==> config.mk <==
export PLATFORM = sky130hd
export DESIGN_NAME = prpi_div
export DESIGN_NICKNAME = d
export VERILOG_FILES = /design/src/hw/rtl/prpi_pkg.sv /design/src/hw/rtl/prpi_div.sv
export SDC_FILE = /design/constraint.sdc
export NUM_CORES = 1
export LEC_CHECK = 0
export BUFFER_PORTS_ARGS = -buffer_cell sky130_fd_sc_hd__buf_2
export CAP_MARGIN = 20
export CORE_AREA = 2 2 92 94
export CTS_BUF_LIST = sky130_fd_sc_hd__clkbuf_2
export DETAILED_ROUTE_END_ITERATION = 16
export DIE_AREA = 0 0 94 96
export GPL_ROUTABILITY_DRIVEN = 1
export GPL_TIMING_DRIVEN = 0
export PLACE_DENSITY = 0.65
export SKIP_CTS_REPAIR_TIMING = 1
export SYNTH_ARGS = -nofsm -noshare
export SYNTH_HDL_FRONTEND = slang
export SYNTH_SLANG_ARGS = --single-unit
==> constraint.sdc <==
create_clock -name clk -period 2.35 [get_ports clk]
set_input_delay 0.47 -clock clk [delete_from_list [all_inputs] [get_ports clk]]
set_output_delay 0.47 -clock clk [all_outputs]
set_load 0.05 [all_outputs]
==> src/hw/rtl/prpi_pkg.sv <==
package prpi_pkg;

  // Sizes
  localparam int MAX_NODES = 256;
  localparam int NODE_W    = 8;     // node index
  localparam int CNT_W     = 9;     // node count, 1..256
  localparam int RANK_W    = 32;    // Q1.31 rank
  localparam int SUM_W     = 40;    // sum of 256 rank changes
  localparam int DEG_W     = 9;     // out-degree, 0..256

  localparam logic [16:0]       DAMP_ONE = 17'h1_0000;
  localparam logic [RANK_W-1:0] RANK_ONE = 32'h8000_0000;

  // Input item modes
  localparam logic [1:0] MODE_LOAD  = 2'd0;
  localparam logic [1:0] MODE_RUN   = 2'd1;
  localparam logic [1:0] MODE_READ  = 2'd2;
  localparam logic [1:0] MODE_CLEAR = 2'd3;

  // Result kinds
  localparam logic KIND_REPORT = 1'b0;
  localparam logic KIND_RANK   = 1'b1;

  // Register indexes
  localparam logic [1:0] REG_NODE_COUNT = 2'd0;
  localparam logic [1:0] REG_ITER_LIMIT = 2'd1;
  localparam logic [1:0] REG_DAMPING    = 2'd2;
  localparam logic [1:0] REG_EPSILON    = 2'd3;

  typedef enum logic [4:0] {
    ST_IDLE,
    ST_LD_RD,
    ST_LD_WR,
    ST_RD_RD,
    ST_RD_CAP,
    ST_PUT,
    ST_INIT_DIV,
    ST_TELE_DIV,
    ST_SWEEP,
    ST_ITER,
    ST_J_RD,
    ST_J_DAT,
    ST_J_DIV,
    ST_DRAIN,
    ST_DRAIN_END,
    ST_DIFF_DIV
  } state_t;

  // Accumulator chain control
  typedef struct packed {
    logic clear;
    logic shift;
    logic add;
  } chain_ctl_t;

endpackage

==> src/hw/rtl/prpi_div.sv <==
module prpi_div
  import prpi_pkg::*;
(
  input  logic             clk,
  input  logic             rst,
  input  logic             start,
  input  logic [SUM_W-1:0] dividend,
  input  logic [CNT_W-1:0] divisor,
  output logic             done,
  output logic [SUM_W-1:0] quotient
);

  // Restoring divider, one quotient bit per cycle
  logic [CNT_W-1:0] rem;
  logic [CNT_W-1:0] dvs;
  logic [5:0]       cnt;
  logic             busy;
  logic [CNT_W:0]   trial;
  logic             ge;

  assign trial = {rem, quotient[SUM_W-1]};
  assign ge    = trial >= {1'b0, dvs};

  always_ff @(posedge clk) begin
    if (rst) begin
      busy <= 1'b0;
      done <= 1'b0;
      cnt  <= '0;
    end else begin
      done <= busy && (cnt == 6'd1);
      if (start) begin
        busy <= 1'b1;
        cnt  <= 6'(SUM_W);
      end else if (busy) begin
        cnt <= cnt - 6'd1;
        if (cnt == 6'd1) begin
          busy <= 1'b0;
        end
      end
    end
  end

  always_ff @(posedge clk) begin
    if (start) begin
      quotient <= dividend;
      rem      <= '0;
      dvs      <= divisor;
    end else if (busy) begin
      quotient <= {quotient[SUM_W-2:0], ge};
      rem      <= ge ? CNT_W'(trial - {1'b0, dvs}) : trial[CNT_W-1:0];
    end
  end

endmodule

==> summary.txt <==
Die
  – Ports: between 90 and 100
  – Rows: 33
  – Core footprint: between 8000 and 9000 µm²
  – Die Span Y: roughly 96 µm
  – Die W: approximately 94 µm
  – Die area: between 9000 and 10000 µm²
  – Initial Util: between 30 and 40%

Layout
  – Sequential Area: roughly 1800 µm²
  – Area of the multi-input gates: 1250 µm²
  – N_diodes: 0
  – Share of cells above drive strength 1: 48.4%
  – Fill count: roughly 740
  – Net total in the final layout: a little over 400
  – Area grow syn2layout: 25.6%

Worst hold path
  – Worst Hold Class: input port to flip-flop
  – Hold depth: 1
  – WHS Endpoint: dvs[2]
  – Worst hold start: divisor[2]

Power
  – P_leak: roughly 1.6 nW
  – Pwr/cell area: approximately 700 nW/µm²
  – Maximum vdd drop: ~0.39 mV

Critical path
  – Startpoint types: flip-flop
  – CP Class: flip-flop to flip-flop
  – FF-to-FF path depth: 10
  – Maximum fanout along the worst path: 6
  – CP endpoint kind: flip-flop
  – Reg2reg end: rem[0]
  – Reg2Reg Setup Slack: ~0.0012 ns
  – Worst r2r src: quotient[39]
  – Worst EP required: 2.76 ns
  – Worst path arrival time: 2.76 ns

Clock network
  – Clock Latency Late Sink: roughly 0.48 ns
  – Root buffer cell: clkbuf_2
  – Bufs on Longest Clock Path: 2
  – Total CTS buffers: 9
  – Clock sinks: 66
  – TritonCTS clock tree: built
  – CTS clk-pin slew, worst paths: ~0.19 ns
  – H-tree levels: 3

STA
  – Post-layout min period: 2.35 ns
  – Fin. max-slew vios: 0
  – Final setup vio count: 0
  – Final worst setup slack: 0.00116 ns
  – Final clock skew: around 0.025 ns
  – RSZ-0062 raised after global routing: true
  – Worst-margin pin slew: 0.768 ns
  – Max_slew headroom: slightly below 50%
  – Max Freq: 426 MHz
  – Final hold violations: 0
  – Fin Setup TNS: 0 ns
  – Final period utilization: roughly 100%

Routing
  – 1st-pass router iterations: 4
  – Drc violations: 0
  – Vias: 2244
  – Via/cell ratio: roughly 4.9
  – Routed WL per cell: between 15 and 20 µm
  – Routed Antenna Nets: 0
  – DRT iter0 DRCs: 83
  – Final WL: slightly below 7000 µm

Yosys
  – Number of synthesized flops with an enable pin: 49
  – Syn Inst Count: about 230
  – Yosys cell types: 41
  – Syn_area_per_cell: between 10 and 15 µm²
  – Synth warn: 0
  – Syn Std Cell Area: about 3100 µm²
  – Sequential-to-total area share from yosys stat: between 50% and 60%
  – Mapped Nets: between 200 and 300
  – #FFs+latches synth: 66
  – Main synth FF type: edfxtp_1
  – Async set-reset flop share out of synthesis: 0%

Placed design
  – DP Worst Slack: -0.928 ns
  – IO Port Bufs: 91
  – DP HPWL: between 4000 and 5000 µm
  – Placer Congestion: 0.783

Global routing
  – Vias in the first global route: about 2200
  – GRT Total Usage: between 10% and 20%
  – Remaining global-route overflow: 0
  – First-pass GRT wire length: between 10000 and 15000 µm
  – Largest net degree at the start of global routing: between 40 and 50
  – Initial antenna violation count: 0

Run
  – Max-cap violations: 0

Run status
  – Outcome: finished clean
-- worst max-delay path, cell delays in order, from the launching register on --
cell	delay (ns)
edfxtp_1	0.46
inv_2	0.10
ha_4	0.14
inv_2	0.03
fa_2	0.37
a211oi_4	0.32
o21ai_4	0.10
a31oi_4	0.33
buf_6	0.17
nor2_2	0.04
a311oi_2	0.22
-- synthesized netlist by cell type (2+ instances only) --
cell       number  area (µm²)
edfxtp_1       49        1470
mux2_2         39         439
dfxtp_1        17         340
inv_1          16        60.1
nand2_1        12        45.0
ha_1           11         138
nor2_1          8        30.0
clkbuf_1        7        26.3
a21oi_1         6        30.0
o21ai_0         6        30.0
xnor2_1         6        52.6
nand3_1         4        20.0
nor3_1          4        20.0
o31ai_1         4        30.0
xor2_1          4        35.0
a211oi_1        3        22.5
a32oi_1         3        26.3
mux2i_1         3        30.0
buf_1           2        7.51
buf_6           2        22.5
nor2b_1         2        12.5
nor3b_1         2        15.0
nor4_1          2        12.5
o2111ai_1       2        17.5
o211ai_1        2        15.0
o311ai_0        2        17.5
-- power by group --
part	switching [W]	internal (W)
Combinational	0.000473	0.000240
Clock	0.000408	0.000233
Sequential	0.0000538	0.00137
Total	0.000935	0.00185
-- final cells by class --
type | count | area share (%)
plain buffers | 11 | 1.43
clock buffers | 9 | 1.14
clock inverters | 6 | 1.49
inverters | 16 | 1.62
multi-input cells | 140 | 31.7
flip-flops and latches | 66 | 45.9
well taps | 105 | 3.33
repair buffers | 98 | 12.9
repair inverters | 3 | 0.570
-- through the flow --
step                      utilization [%]  cell area, µm²  hold WS, ns  std cells  power (W)
after CTS                            47.9            3850        0.108        444    0.00279
after global placement               46.6            3750        0.442        429    0.00213
after detailed placement             46.6            3750        0.463        429    0.00214
final                                49.1            3950        0.152        454    0.00278
after floorplan                         -            3160        0.426        233    0.00196
after global routing                 49.1            3950       0.0770        454    0.00294
-- cells by family after synthesis --
kind of cell,Yosys count,share of synthesized area [%]
mux,42,14.9
buf+inv,27,3.70
xor+xnor,10,2.79
compound gates,38,10.1
simple gates,38,5.85
fa+ha+maj,12,5.01
flops,66,57.6
-- state kept, by name, summed over array words and instances, names as in the netlist --
name,cells
done,1
rem,9
dvs,9
quotient,40
cnt,6
busy,1
-- cell usage in the layout (no fill, tap or decap), types with 2 or more instances in the layout --
| master | netlist | final |
|---|---|---|
| dfxtp_1 | 17 | 17 |
| clkbuf_2 | 0 | 9 |
| nor2b_1 | 2 | 2 |
| o21ai_0 | 6 | 4 |
| mux2i_1 | 3 | 3 |
| o2111ai_1 | 2 | 2 |
| mux2_2 | 39 | 39 |
| nor3b_1 | 2 | 2 |
| inv_1 | 16 | 13 |
| xor2_1 | 4 | 4 |
| edfxtp_1 | 49 | 49 |
| nor4_1 | 2 | 2 |
| nor2_1 | 8 | 7 |
| buf_6 | 2 | 2 |
| ha_1 | 11 | 10 |
| inv_2 | 0 | 2 |
| clkinv_1 | 0 | 2 |
| a21oi_1 | 6 | 6 |
| o211ai_1 | 2 | 2 |
| buf_2 | 0 | 91 |
| buf_4 | 0 | 7 |
| nor3_1 | 4 | 4 |
| buf_1 | 2 | 2 |
| clkinvlp_4 | 0 | 5 |
| o31ai_1 | 4 | 4 |
| xnor2_1 | 6 | 6 |
| nor2_2 | 1 | 2 |
| nand2_1 | 12 | 12 |
| a32oi_1 | 3 | 3 |
| clkbuf_1 | 7 | 7 |
| a211oi_1 | 3 | 3 |
| nand3_1 | 4 | 4 |
-- routing by layer --
layer | vias to the layer above | part of all wire, % | GRT usage, %
li1 | 1103 | - | -
met4 | 0 | 1.1 | 4.35
met3 | 8 | 6.7 | 6.34
met1 | 1067 | 44 | 20.9
met2 | 66 | 48 | 24.5
met5 | - | 0 | 0
-- worst max path at each step --
| stage | from | end | slack [ns] |
|---|---|---|---|
| 2_1_floorplan | quotient[39] | rem[0] | -0.06 |
| 3_3_place_gp | start | quotient[10] | -0.92 |
| 3_5_place_dp | start | quotient[20] | -0.93 |
| 4_1_cts | start | quotient[6] | -0.34 |
| 5_1_grt | quotient[39] | rem[0] | -0.07 |
| 6_report | quotient[39] | rem[0] | 0.001 |
(Power assumes the default switching activity.)
